[src/hw/rtl/assert_macros.svh]
// Assertion macros shared by the peak meter RTL.
// Active in simulation; they expand to nothing when SYNTHESIS is defined.
`ifndef ASSERT_MACROS_SVH
`define ASSERT_MACROS_SVH

`ifndef SYNTHESIS

`define ASSERT_ALWAYS(lbl, clk, rstn, cond, msg) \
  lbl: assert property (@(posedge clk) disable iff (!(rstn)) (cond)) else $error(msg);

`define ASSERT_IMPLIES(lbl, clk, rstn, ante, cons, msg) \
  lbl: assert property (@(posedge clk) disable iff (!(rstn)) (ante) |-> (cons)) else $error(msg);

`else

`define ASSERT_ALWAYS(lbl, clk, rstn, cond, msg)

`define ASSERT_IMPLIES(lbl, clk, rstn, ante, cons, msg)

`endif

`endif

[src/hw/rtl/apmb_pkg.sv]
// Shared types and constants of the audio peak meter.
// No dependencies; used by apmb_back and the top level.
`default_nettype none

package apmb_pkg;

  localparam int unsigned LEVEL_W         = 19;
  localparam int unsigned LEVEL_FRAC_BITS = 8;
  localparam int unsigned OUT_DATA_W      = ((LEVEL_W + 7) / 8) * 8;
  localparam int unsigned LOG_FRAC_BITS   = 16;
  localparam int unsigned LOG_MANT_W      = 32;
  localparam int unsigned LEAD_W          = 5;
  localparam int unsigned NORM_STEPS      = 5;
  localparam int unsigned STEP_CNT_W      = 4;
  localparam int unsigned DEPTH_W         = 5;
  localparam int unsigned STEP_W          = 15;
  localparam int unsigned CFG_IDX_W       = 1;
  localparam int unsigned CFG_DATA_W      = 15;
  localparam int unsigned QUEUE_DEPTH     = 4;

  localparam int unsigned DB_W    = 27;
  localparam int unsigned MUL_A_W = 22;
  localparam int unsigned PROD_W  = MUL_A_W + DB_W;

  localparam logic [DB_W-1:0] DB_PER_OCTAVE_Q24 = 27'd101008905;

  localparam logic [CFG_IDX_W-1:0] CFG_BIT_DEPTH   = 1'd0;
  localparam logic [CFG_IDX_W-1:0] CFG_RETURN_STEP = 1'd1;

  localparam logic [DEPTH_W-1:0] BIT_DEPTH_RESET = 5'd16;
  localparam logic [STEP_W-1:0]  RETURN_STEP_RESET = 15'd0;

  localparam logic signed [LEVEL_W-1:0] LEVEL_MINUS_INF =
    LEVEL_W'(-999 * (1 << LEVEL_FRAC_BITS));
  localparam logic signed [LEVEL_W-1:0] LEVEL_MINUS_60 =
    LEVEL_W'(-60 * (1 << LEVEL_FRAC_BITS));

  typedef enum logic [2:0] {
    BK_IDLE,
    BK_NORM,
    BK_LOG,
    BK_SCALE_PK,
    BK_SCALE_DR,
    BK_DR_FIN,
    BK_UPDATE
  } back_state_e;

  typedef struct packed {
    logic [DEPTH_W-1:0] bit_depth;
    logic [STEP_W-1:0]  return_step;
  } meter_cfg_t;

  typedef struct packed {
    logic               hold;
    logic [LEVEL_W-1:0] level;
  } meter_res_t;

endpackage

`default_nettype wire

[src/hw/rtl/apmb_front.sv]
// Front end of the peak meter: takes samples and tracks the block maximum.
// Pushes the maximum into the block queue on the last sample of a block.
`default_nettype none

module apmb_front #(
  parameter int unsigned SAMPLE_WIDTH = 24
) (
  input  wire logic                    clk_i,
  input  wire logic                    rst_ni,
  input  wire logic                    in_valid_i,
  input  wire logic [SAMPLE_WIDTH-1:0] in_sample_i,
  input  wire logic                    in_last_i,
  output      logic                    in_ready_o,
  input  wire logic                    q_full_i,
  output      logic                    q_push_o,
  output      logic [SAMPLE_WIDTH-1:0] q_data_o
);

  logic [SAMPLE_WIDTH-1:0] run_max_q, run_max_d;
  logic [SAMPLE_WIDTH-1:0] mag;
  logic [SAMPLE_WIDTH-1:0] cur_max;
  logic                    accept;

  assign in_ready_o = !q_full_i;
  assign accept     = in_valid_i && in_ready_o;

  // The most negative sample maps to 2^(SAMPLE_WIDTH-1), which still fits.
  assign mag     = in_sample_i[SAMPLE_WIDTH-1] ? (~in_sample_i + 1'b1) : in_sample_i;
  assign cur_max = (mag > run_max_q) ? mag : run_max_q;

  assign q_push_o = accept && in_last_i;
  assign q_data_o = cur_max;

  always_comb begin
    run_max_d = run_max_q;
    if (accept) begin
      run_max_d = in_last_i ? '0 : cur_max;
    end
  end

  always_ff @(posedge clk_i or negedge rst_ni) begin
    if (!rst_ni) begin
      run_max_q <= '0;
    end else begin
      run_max_q <= run_max_d;
    end
  end

endmodule

`default_nettype wire

[src/hw/rtl/apmb_fifo.sv]
// Short queue of block maxima between the front and the back end.
// Generic register queue; no package dependency.
`default_nettype none

module apmb_fifo #(
  parameter int unsigned DATA_W = 24,
  parameter int unsigned DEPTH  = 4
) (
  input  wire logic              clk_i,
  input  wire logic              rst_ni,
  input  wire logic              push_i,
  input  wire logic [DATA_W-1:0] push_data_i,
  output      logic              full_o,
  input  wire logic              pop_i,
  output      logic              valid_o,
  output      logic [DATA_W-1:0] data_o
);

  localparam int unsigned PTR_W = (DEPTH > 1) ? $clog2(DEPTH) : 1;
  localparam int unsigned CNT_W = $clog2(DEPTH + 1);

  logic [DATA_W-1:0] mem_q [DEPTH];
  logic [PTR_W-1:0]  wr_ptr_q, wr_ptr_d;
  logic [PTR_W-1:0]  rd_ptr_q, rd_ptr_d;
  logic [CNT_W-1:0]  count_q, count_d;
  logic              do_push, do_pop;

  assign full_o  = (count_q == CNT_W'(DEPTH));
  assign valid_o = (count_q != '0);
  assign data_o  = mem_q[rd_ptr_q];
  assign do_push = push_i && !full_o;
  assign do_pop  = pop_i && valid_o;

  always_comb begin
    wr_ptr_d = wr_ptr_q;
    rd_ptr_d = rd_ptr_q;
    count_d  = count_q;
    if (do_push) begin
      wr_ptr_d = (wr_ptr_q == PTR_W'(DEPTH - 1)) ? '0 : wr_ptr_q + 1'b1;
    end
    if (do_pop) begin
      rd_ptr_d = (rd_ptr_q == PTR_W'(DEPTH - 1)) ? '0 : rd_ptr_q + 1'b1;
    end
    if (do_push && !do_pop) begin
      count_d = count_q + 1'b1;
    end else if (do_pop && !do_push) begin
      count_d = count_q - 1'b1;
    end
  end

  always_ff @(posedge clk_i) begin
    if (do_push) begin
      mem_q[wr_ptr_q] <= push_data_i;
    end
  end

  always_ff @(posedge clk_i or negedge rst_ni) begin
    if (!rst_ni) begin
      wr_ptr_q <= '0;
      rd_ptr_q <= '0;
      count_q  <= '0;
    end else begin
      wr_ptr_q <= wr_ptr_d;
      rd_ptr_q <= rd_ptr_d;
      count_q  <= count_d;
    end
  end

endmodule

`default_nettype wire

[src/hw/rtl/apmb_back.sv]
// Back end of the peak meter: log2 by normalization and repeated squaring,
// dB scaling, level ballistics and the result register. Uses apmb_pkg.
`default_nettype none

module apmb_back #(
  parameter int unsigned SAMPLE_WIDTH = 24
) (
  input  wire logic                    clk_i,
  input  wire logic                    rst_ni,
  input  wire apmb_pkg::meter_cfg_t    cfg_i,
  input  wire logic                    q_valid_i,
  input  wire logic [SAMPLE_WIDTH-1:0] q_data_i,
  output      logic                    q_pop_o,
  input  wire logic                    res_ready_i,
  output      logic                    res_valid_o,
  output      apmb_pkg::meter_res_t    res_o
);

  localparam int unsigned MW       = apmb_pkg::LOG_MANT_W;
  localparam int unsigned LW       = apmb_pkg::LEVEL_W;
  localparam int unsigned FB       = apmb_pkg::LOG_FRAC_BITS;
  localparam int unsigned D_W      = 7 + FB;
  localparam int unsigned ROUND_SH = 40 - apmb_pkg::LEVEL_FRAC_BITS;
  localparam int unsigned PAD_W    = LW + 1 - apmb_pkg::STEP_W;

  apmb_pkg::back_state_e state_q, state_d;

  logic [MW-1:0]                        mant_q, mant_d;
  logic [apmb_pkg::LEAD_W-1:0]          lead_q, lead_d;
  logic [apmb_pkg::STEP_CNT_W-1:0]      cnt_q, cnt_d;
  logic [FB-1:0]                        frac_q, frac_d;
  logic                                 zero_q, zero_d;
  logic [apmb_pkg::PROD_W-1:0]          prod_q, prod_d;
  logic                                 neg_q, neg_d;
  logic signed [LW-1:0]                 peak_q, peak_d;
  logic signed [LW-1:0]                 dyn_q, dyn_d;
  logic signed [LW-1:0]                 shown_q, shown_d;
  logic                                 res_valid_q, res_valid_d;
  apmb_pkg::meter_res_t                 res_q, res_d;

  logic [5:0]                           bd_ext, bd_clamp;
  logic [apmb_pkg::LEAD_W-1:0]          ref_exp;
  logic [apmb_pkg::LEAD_W-1:0]          shamt;
  logic                                 top_zero;
  logic [2*MW-1:0]                      sq;
  logic [MW:0]                          sq_sh;
  logic signed [6:0]                    int_part;
  logic signed [D_W-1:0]                d_val, d_neg;
  logic [apmb_pkg::MUL_A_W-1:0]         d_mag, mul_a;
  logic signed [LW-1:0]                 rise_lvl, new_shown;
  logic signed [LW:0]                   dec_lvl;
  logic                                 rise, hold;

  function automatic logic signed [LW-1:0] finish(input logic [apmb_pkg::PROD_W-1:0] p,
                                                  input logic n);
    logic [apmb_pkg::PROD_W:0] sum;
    logic [LW-1:0]             v;
    sum = {1'b0, p} + ((apmb_pkg::PROD_W + 1)'(1) << (ROUND_SH - 1));
    v   = LW'(sum >> ROUND_SH);
    return n ? -$signed(v) : $signed(v);
  endfunction

  // Bit depth below 2 acts as 2, above the sample width as the sample width.
  assign bd_ext   = {1'b0, cfg_i.bit_depth};
  assign bd_clamp = (bd_ext < 6'd2) ? 6'd2 :
                    (bd_ext > 6'(SAMPLE_WIDTH)) ? 6'(SAMPLE_WIDTH) : bd_ext;
  assign ref_exp  = apmb_pkg::LEAD_W'(bd_clamp - 6'd1);

  assign shamt    = apmb_pkg::LEAD_W'(5'd16 >> cnt_q);
  assign top_zero = ((mant_q >> (6'(MW) - {1'b0, shamt})) == '0);

  assign sq    = mant_q * mant_q;
  assign sq_sh = sq[2*MW-1:MW-1];

  assign int_part = $signed({2'b00, lead_q}) - $signed({2'b00, ref_exp});
  assign d_val    = {int_part, frac_q};
  assign d_neg    = -d_val;
  assign d_mag    = d_val[D_W-1] ? apmb_pkg::MUL_A_W'(d_neg) : apmb_pkg::MUL_A_W'(d_val);
  assign mul_a    = (state_q == apmb_pkg::BK_SCALE_PK) ? d_mag :
                    apmb_pkg::MUL_A_W'({ref_exp, {FB{1'b0}}});

  assign rise      = (peak_q > shown_q);
  assign rise_lvl  = (peak_q > 0) ? '0 : peak_q;
  assign new_shown = rise ? rise_lvl : shown_q;
  assign hold      = rise && (peak_q >= apmb_pkg::LEVEL_MINUS_60);
  assign dec_lvl   = $signed({new_shown[LW-1], new_shown}) -
                     $signed({{PAD_W{1'b0}}, cfg_i.return_step});

  assign q_pop_o     = (state_q == apmb_pkg::BK_IDLE) && q_valid_i;
  assign res_valid_o = res_valid_q;
  assign res_o       = res_q;

  always_comb begin
    state_d     = state_q;
    mant_d      = mant_q;
    lead_d      = lead_q;
    cnt_d       = cnt_q;
    frac_d      = frac_q;
    zero_d      = zero_q;
    prod_d      = prod_q;
    neg_d       = neg_q;
    peak_d      = peak_q;
    dyn_d       = dyn_q;
    shown_d     = shown_q;
    res_d       = res_q;
    res_valid_d = res_valid_q && !res_ready_i;

    unique case (state_q)
      apmb_pkg::BK_IDLE: begin
        if (q_valid_i) begin
          mant_d  = MW'(q_data_i);
          lead_d  = apmb_pkg::LEAD_W'(MW - 1);
          zero_d  = (q_data_i == '0);
          cnt_d   = '0;
          state_d = apmb_pkg::BK_NORM;
        end
      end
      apmb_pkg::BK_NORM: begin
        if (top_zero) begin
          mant_d = mant_q << shamt;
          lead_d = lead_q - shamt;
        end
        cnt_d = cnt_q + 1'b1;
        if (cnt_q == apmb_pkg::STEP_CNT_W'(apmb_pkg::NORM_STEPS - 1)) begin
          cnt_d   = '0;
          state_d = apmb_pkg::BK_LOG;
        end
      end
      apmb_pkg::BK_LOG: begin
        frac_d = {frac_q[FB-2:0], sq_sh[MW]};
        mant_d = sq_sh[MW] ? sq_sh[MW:1] : sq_sh[MW-1:0];
        cnt_d  = cnt_q + 1'b1;
        if (cnt_q == apmb_pkg::STEP_CNT_W'(FB - 1)) begin
          state_d = apmb_pkg::BK_SCALE_PK;
        end
      end
      apmb_pkg::BK_SCALE_PK: begin
        prod_d  = apmb_pkg::PROD_W'(mul_a * apmb_pkg::DB_PER_OCTAVE_Q24);
        neg_d   = d_val[D_W-1];
        state_d = apmb_pkg::BK_SCALE_DR;
      end
      apmb_pkg::BK_SCALE_DR: begin
        peak_d  = zero_q ? apmb_pkg::LEVEL_MINUS_INF : finish(prod_q, neg_q);
        prod_d  = apmb_pkg::PROD_W'(mul_a * apmb_pkg::DB_PER_OCTAVE_Q24);
        neg_d   = 1'b0;
        state_d = apmb_pkg::BK_DR_FIN;
      end
      apmb_pkg::BK_DR_FIN: begin
        dyn_d   = finish(prod_q, 1'b0);
        state_d = apmb_pkg::BK_UPDATE;
      end
      apmb_pkg::BK_UPDATE: begin
        if (!res_valid_q || res_ready_i) begin
          res_d.level = new_shown;
          res_d.hold  = hold;
          res_valid_d = 1'b1;
          shown_d     = new_shown;
          if (peak_q < new_shown) begin
            shown_d = (new_shown > -dyn_q) ? dec_lvl[LW-1:0] : apmb_pkg::LEVEL_MINUS_INF;
          end
          state_d = apmb_pkg::BK_IDLE;
        end
      end
      default: begin
        state_d = apmb_pkg::BK_IDLE;
      end
    endcase
  end

  always_ff @(posedge clk_i) begin
    mant_d_reg: begin
      mant_q <= mant_d;
      lead_q <= lead_d;
      frac_q <= frac_d;
      zero_q <= zero_d;
      prod_q <= prod_d;
      neg_q  <= neg_d;
      peak_q <= peak_d;
      dyn_q  <= dyn_d;
      res_q  <= res_d;
    end
  end

  always_ff @(posedge clk_i or negedge rst_ni) begin
    if (!rst_ni) begin
      state_q     <= apmb_pkg::BK_IDLE;
      cnt_q       <= '0;
      shown_q     <= apmb_pkg::LEVEL_MINUS_60;
      res_valid_q <= 1'b0;
    end else begin
      state_q     <= state_d;
      cnt_q       <= cnt_d;
      shown_q     <= shown_d;
      res_valid_q <= res_valid_d;
    end
  end

endmodule

`default_nettype wire

[src/hw/rtl/audio_peak_meter_ballistics_unit.sv]
// Top level of the audio peak meter with decay ballistics.
// Instantiates apmb_front, apmb_fifo and apmb_back; uses apmb_pkg and assert_macros.svh.
//
// Samples are taken at one item per cycle; a block of any length streams in without
// stalls as long as the four-entry block queue has room. Each block end is then worked
// off by the back end one block at a time (a fetch of the block maximum, five normalizing
// shift steps, sixteen squaring steps of the 32x32 log2 multiplier, scaling and rounding
// on the dB multiplier in BK_SCALE_PK, BK_SCALE_DR and BK_DR_FIN, then the level update),
// so short blocks eventually fill the queue and stall the input. Results leave through a
// registered output, held during the next block; the level update waits until it is taken.
`default_nettype none

`include "assert_macros.svh"

module audio_peak_meter_ballistics_unit #(
  parameter int unsigned SAMPLE_WIDTH = 24
) (
  input  wire logic                                clk_i,
  input  wire logic                                rst_ni,
  input  wire logic                                cfg_we_i,
  input  wire logic [apmb_pkg::CFG_IDX_W-1:0]      cfg_idx_i,
  input  wire logic [apmb_pkg::CFG_DATA_W-1:0]     cfg_data_i,
  input  wire logic                                s_axis_tvalid,
  output      logic                                s_axis_tready,
  // sample
  input  wire logic [((SAMPLE_WIDTH + 7) / 8) * 8 - 1:0] s_axis_tdata,
  input  wire logic                                s_axis_tlast,
  output      logic                                m_axis_tvalid,
  input  wire logic                                m_axis_tready,
  // meter_level
  output      logic [apmb_pkg::OUT_DATA_W-1:0]     m_axis_tdata,
  // hold_update
  output      logic                                m_axis_tuser
);

  apmb_pkg::meter_cfg_t cfg_q, cfg_d;
  apmb_pkg::meter_res_t res;

  logic                    q_push, q_full, q_valid, q_pop;
  logic [SAMPLE_WIDTH-1:0] q_push_data, q_data;

  always_comb begin
    cfg_d = cfg_q;
    if (cfg_we_i) begin
      unique case (cfg_idx_i)
        apmb_pkg::CFG_BIT_DEPTH:   cfg_d.bit_depth   = cfg_data_i[apmb_pkg::DEPTH_W-1:0];
        apmb_pkg::CFG_RETURN_STEP: cfg_d.return_step = cfg_data_i[apmb_pkg::STEP_W-1:0];
      endcase
    end
  end

  always_ff @(posedge clk_i or negedge rst_ni) begin
    if (!rst_ni) begin
      cfg_q.bit_depth   <= apmb_pkg::BIT_DEPTH_RESET;
      cfg_q.return_step <= apmb_pkg::RETURN_STEP_RESET;
    end else begin
      cfg_q <= cfg_d;
    end
  end

  apmb_front #(
    .SAMPLE_WIDTH(SAMPLE_WIDTH)
  ) u_front (
    .clk_i      (clk_i),
    .rst_ni     (rst_ni),
    .in_valid_i (s_axis_tvalid),
    .in_sample_i(s_axis_tdata[SAMPLE_WIDTH-1:0]),
    .in_last_i  (s_axis_tlast),
    .in_ready_o (s_axis_tready),
    .q_full_i   (q_full),
    .q_push_o   (q_push),
    .q_data_o   (q_push_data)
  );

  apmb_fifo #(
    .DATA_W(SAMPLE_WIDTH),
    .DEPTH (apmb_pkg::QUEUE_DEPTH)
  ) u_fifo (
    .clk_i      (clk_i),
    .rst_ni     (rst_ni),
    .push_i     (q_push),
    .push_data_i(q_push_data),
    .full_o     (q_full),
    .pop_i      (q_pop),
    .valid_o    (q_valid),
    .data_o     (q_data)
  );

  apmb_back #(
    .SAMPLE_WIDTH(SAMPLE_WIDTH)
  ) u_back (
    .clk_i      (clk_i),
    .rst_ni     (rst_ni),
    .cfg_i      (cfg_q),
    .q_valid_i  (q_valid),
    .q_data_i   (q_data),
    .q_pop_o    (q_pop),
    .res_ready_i(m_axis_tready),
    .res_valid_o(m_axis_tvalid),
    .res_o      (res)
  );

  assign m_axis_tdata = apmb_pkg::OUT_DATA_W'(res.level);
  assign m_axis_tuser = res.hold;

  `ASSERT_ALWAYS(a_level_not_above_0db, clk_i, rst_ni,
    !m_axis_tvalid || res.level[apmb_pkg::LEVEL_W-1] || (res.level == '0),
    "meter level above 0 dB")

  `ASSERT_IMPLIES(a_hold_above_floor, clk_i, rst_ni, m_axis_tvalid && res.hold,
    $signed(res.level) >= apmb_pkg::LEVEL_MINUS_60, "hold update below -60 dB")

  `ASSERT_IMPLIES(a_pop_only_when_queued, clk_i, rst_ni, q_pop, q_valid,
    "back end took a block from an empty queue")

endmodule

`default_nettype wire
[config.mk]
export PLATFORM = sky130hd
export DESIGN_NAME = audio_peak_meter_ballistics_unit
export DESIGN_NICKNAME = d
export VERILOG_FILES = /design/src/hw/rtl/apmb_pkg.sv /design/src/hw/rtl/apmb_front.sv /design/src/hw/rtl/apmb_fifo.sv /design/src/hw/rtl/apmb_back.sv /design/src/hw/rtl/audio_peak_meter_ballistics_unit.sv
export VERILOG_INCLUDE_DIRS = /design/src /design/src/hw/rtl
export SDC_FILE = /design/constraint.sdc
export NUM_CORES = 2
export LEC_CHECK = 0
export BUFFER_PORTS_ARGS = -buffer_cell sky130_fd_sc_hd__buf_4
export CAP_MARGIN = 40
export CELL_PAD_IN_SITES_DETAIL_PLACEMENT = 1
export CELL_PAD_IN_SITES_GLOBAL_PLACEMENT = 2
export CORE_ASPECT_RATIO = 0.8
export CORE_MARGIN = 2
export CORE_UTILIZATION = 45
export DETAILED_ROUTE_END_ITERATION = 8
export PLACE_DENSITY = 0.82
export RECOVER_POWER = 100
export SLEW_MARGIN = 5
export SYNTH_ARGS = -nofsm -noshare
export SYNTH_HDL_FRONTEND = slang
export SYNTH_SLANG_ARGS = --single-unit
export TNS_END_PERCENT = 30
[constraint.sdc]
create_clock -name clk_i -period 25.3 [get_ports clk_i]
set_input_delay 7.59 -clock clk_i [delete_from_list [all_inputs] [get_ports clk_i]]
set_output_delay 7.59 -clock clk_i [all_outputs]
set_load 0.03 [all_outputs]
==> results.json <==
{
  "track_usage_pct": 28.0,
  "die_w_um": 393,
  "r2r-start": "u_back.mant_q[23]",
  "clockBufferDepth": 3,
  "place_inst": 7183,
  "endpoint_kind": "register",
  "drt.antenna.violating_nets": 0,
  "synth_seq_cells": 304,
  "ios": 73,
  "final_cells": 7249,
  "finalClockSkew_ns": 0.0348,
  "cts_setup_buffers": 0,
  "yosysMostFrequentCell": "inv_1",
  "synthDistinctLibCells": 95,
  "rows": 114,
  "core_area_um2": 121000,
  "first_global_vias": 43000,
  "maxCapViolations": 13,
  "period_needed_ns": 13.67,
  "period_share_pct": 54.0,
  "avgRoutedWirePerCell_um": 23.4,
  "antenna_found_initial": 4,
  "cts_root_buf": "clkbuf_16",
  "rsz0062_at_grt": "no",
  "initial_core_util_pct": 45.2,
  "synth_edf_count": 226,
  "worst-slew-pin-transition_ns": 2.61,
  "fin_nets": 7193,
  "portBuffers": 67,
  "dp.final_hpwl_um": 137000,
  "vias": 39800,
  "syn_avg_cell_area_um2": 9.75,
  "clock-sinks": 304,
  "worst_setup_path_start_kind": "input port",
  "cts_tree": "done",
  "ys_seq_area_share_pct": 16.0,
  "crit_start": "s_axis_tdata[0]",
  "status": "finished, violations left",
  "die_area_um2": 124000,
  "synth_area_um2": 54500,
  "relSlewSlack_pct": -73.8,
  "finalHoldViolCount": 0,
  "drt_pass1_iterations": 5,
  "slew_violations": 373,
  "cts_buffers": 35,
  "r2r.worst_path.cells": 27,
  "nFillCells": 13600,
  "grt_pass1_wl_um": 264000,
  "crit_required_ns": 25.74,
  "critPathCapture": "u_front.run_max_q[2]",
  "synth_area_leaders": "fa_1, ha_1, edfxtp_1, inv_1, dfrtp_1",
  "grt_overflow_total": 0,
  "synthArstFlopShare_pct": 25.7,
  "gp_congestion": 0.936,
  "fin_setup_tns_ns": 0,
  "area_delta_synth_final_pct": 6.42,
  "yosysTopAreaCell": "fa_1",
  "synth.top_cells.by_count": "inv_1, fa_1, ha_1, nand2_1, edfxtp_1",
  "drtIter0Drc": 2762,
  "htreeDepth": 2,
  "clock_latency_ns": 0.57,
  "holdBufCountCts": 0,
  "cp_max_fo": 22,
  "hold_ws_ns": 0.496,
  "viasPerCell": 5.49,
  "syn_inst": 5589,
  "cp.arrival_ns": 14.12,
  "cts_resized": 0,
  "critPathKind": "input port to register",
  "fmax_mhz": 73.1,
  "finalSetupViolCount": 0,
  "hp-class": "register to register",
  "synth_flop_cell": "edfxtp_1",
  "wirelength_um": 170000,
  "r2r_slack_ns": 12.51,
  "die_h_um": 315,
  "violations": "capacitance limit, slew limit",
  "r2r_end": "u_back.mant_q[21]",
  "clkTransAtPathRegs_ns": 0.06,
  "drc": 0,
  "ys_warn_count": 0,
  "yosys.area.top_type_share_pct": 33.6,
  "grt_max_degree": 45,
  "final_layout_size_suffix_gt1_share_pct": 4.53
}
## worst min path at each step
stage	startpoint	endpoint	cells past startpoint
6_report	u_back.shown_q[14]	u_back.shown_q[14]	2
3_3_place_gp	u_back.shown_q[14]	u_back.shown_q[14]	2
3_5_place_dp	u_front.run_max_q[19]	u_front.run_max_q[19]	1
2_1_floorplan	u_back.frac_q[9]	u_back.frac_q[10]	0
4_1_cts	u_back.shown_q[14]	u_back.shown_q[14]	2
5_1_grt	u_front.run_max_q[21]	u_front.run_max_q[21]	1
## worst max-delay path: stages
cell and delay [ns]:
clkbuf_1 0.11, inv_1 0.10, ha_1 0.16, or3b_1 0.41
nor4_1 0.19, nand2_1 0.13, or3_1 0.38, or4_1 0.47
o21ai_0 0.27, xor2_1 0.41, inv_1 0.10, ha_1 0.31
nand4_1 0.11, nor2_1 0.05, nand2_1 0.08, a21oi_1 0.04
o21ai_0 1.39, clkbuf_1 1.08, mux2_1 0.49, a22o_1 0.22
## cells by family (layout without fill, tap and decap cells)
group           Yosys count  after routing  share of synthesized area, %
mux                     140            140                          3.26
flops                   304            304                          16.0
other cells               1              7                       0.00688
simple gates           1208           1208                          10.8
buf+inv                1525           1555                          10.6
fa+ha+maj              1551           1551                          48.2
xor+xnor                182            182                          2.94
compound gates          678            678                          8.14
## stage by stage
step                util, %  instance area (µm²)  worst slack (ns)
global placement       47.2                56900             12.61
detailed placement     47.4                57200             12.47
floorplan                 -                54500             13.42
global route           48.1                58000             11.21
CTS                    48.4                58300             13.03
finish                 48.1                58000             11.63
## sequential cells by signal, summed over array words and instances, names as in the netlist
name / cells
u_fifo.mem_q: 96
u_back.mant_q: 32
u_front.run_max_q: 24
cfg_q: 20
u_back.res_o: 20
u_back.peak_q: 19
u_back.shown_q: 19
u_back.dyn_q: 18
u_back.prod_q: 18
u_back.frac_q: 16
u_back.lead_q: 5
u_back.cnt_q: 4
u_back.state_q: 3
u_fifo.count_q: 3
u_fifo.rd_ptr_q: 2
u_fifo.wr_ptr_q: 2
u_back.neg_q: 1
u_back.res_valid_o: 1
u_back.zero_q: 1
## layer usage
layer | wire length [µm] | part of all wire, % | track usage, % | vias up
li1 | - | - | - | 17800
met1 | 83100 | 49 | 43.5 | 20800
met2 | 73300 | 43 | 42.2 | 1030
met3 | 10500 | 6.2 | 3.84 | 148
met4 | 2810 | 1.7 | 4.36 | 2
met5 | 13 | 0.0077 | 0 | -
## layout make-up
type | count | area [µm²] | share of cell area, %
diodes | 2 | 5.00 | 0.00863
clock buffers | 45 | 943 | 1.63
clock inverters | 19 | 185 | 0.319
inverters | 1330 | 4990 | 8.61
multi-input cells | 3764 | 39900 | 68.9
flip-flops and latches | 304 | 8750 | 15.1
well taps | 1624 | 2030 | 3.50
repair buffers | 161 | 1160 | 2.00
## placed cells by master (no fill, tap or decap), types with 25 or more instances in the layout
cell and count:
a211oi_1 28, a21o_1 70, a21oi_1 200, and2_1 209, buf_4 103, clkbuf_1 53, clkbuf_16 35, dfrtp_1 71
edfxtp_1 226, fa_1 915, ha_1 636, inv_1 1321, mux2i_1 73, mux4_2 25, nand2_1 427, nand2b_1 30
nand3_1 60, nand4_1 36, nor2_1 217, nor2b_1 37, nor3_1 58, nor4_1 33, o21ai_0 131, xnor2_1 106
xor2_1 76
Power is left out: the tool's default activity adds up to more than one toggle a clock period on the data nets, which glitch-free logic cannot reach.
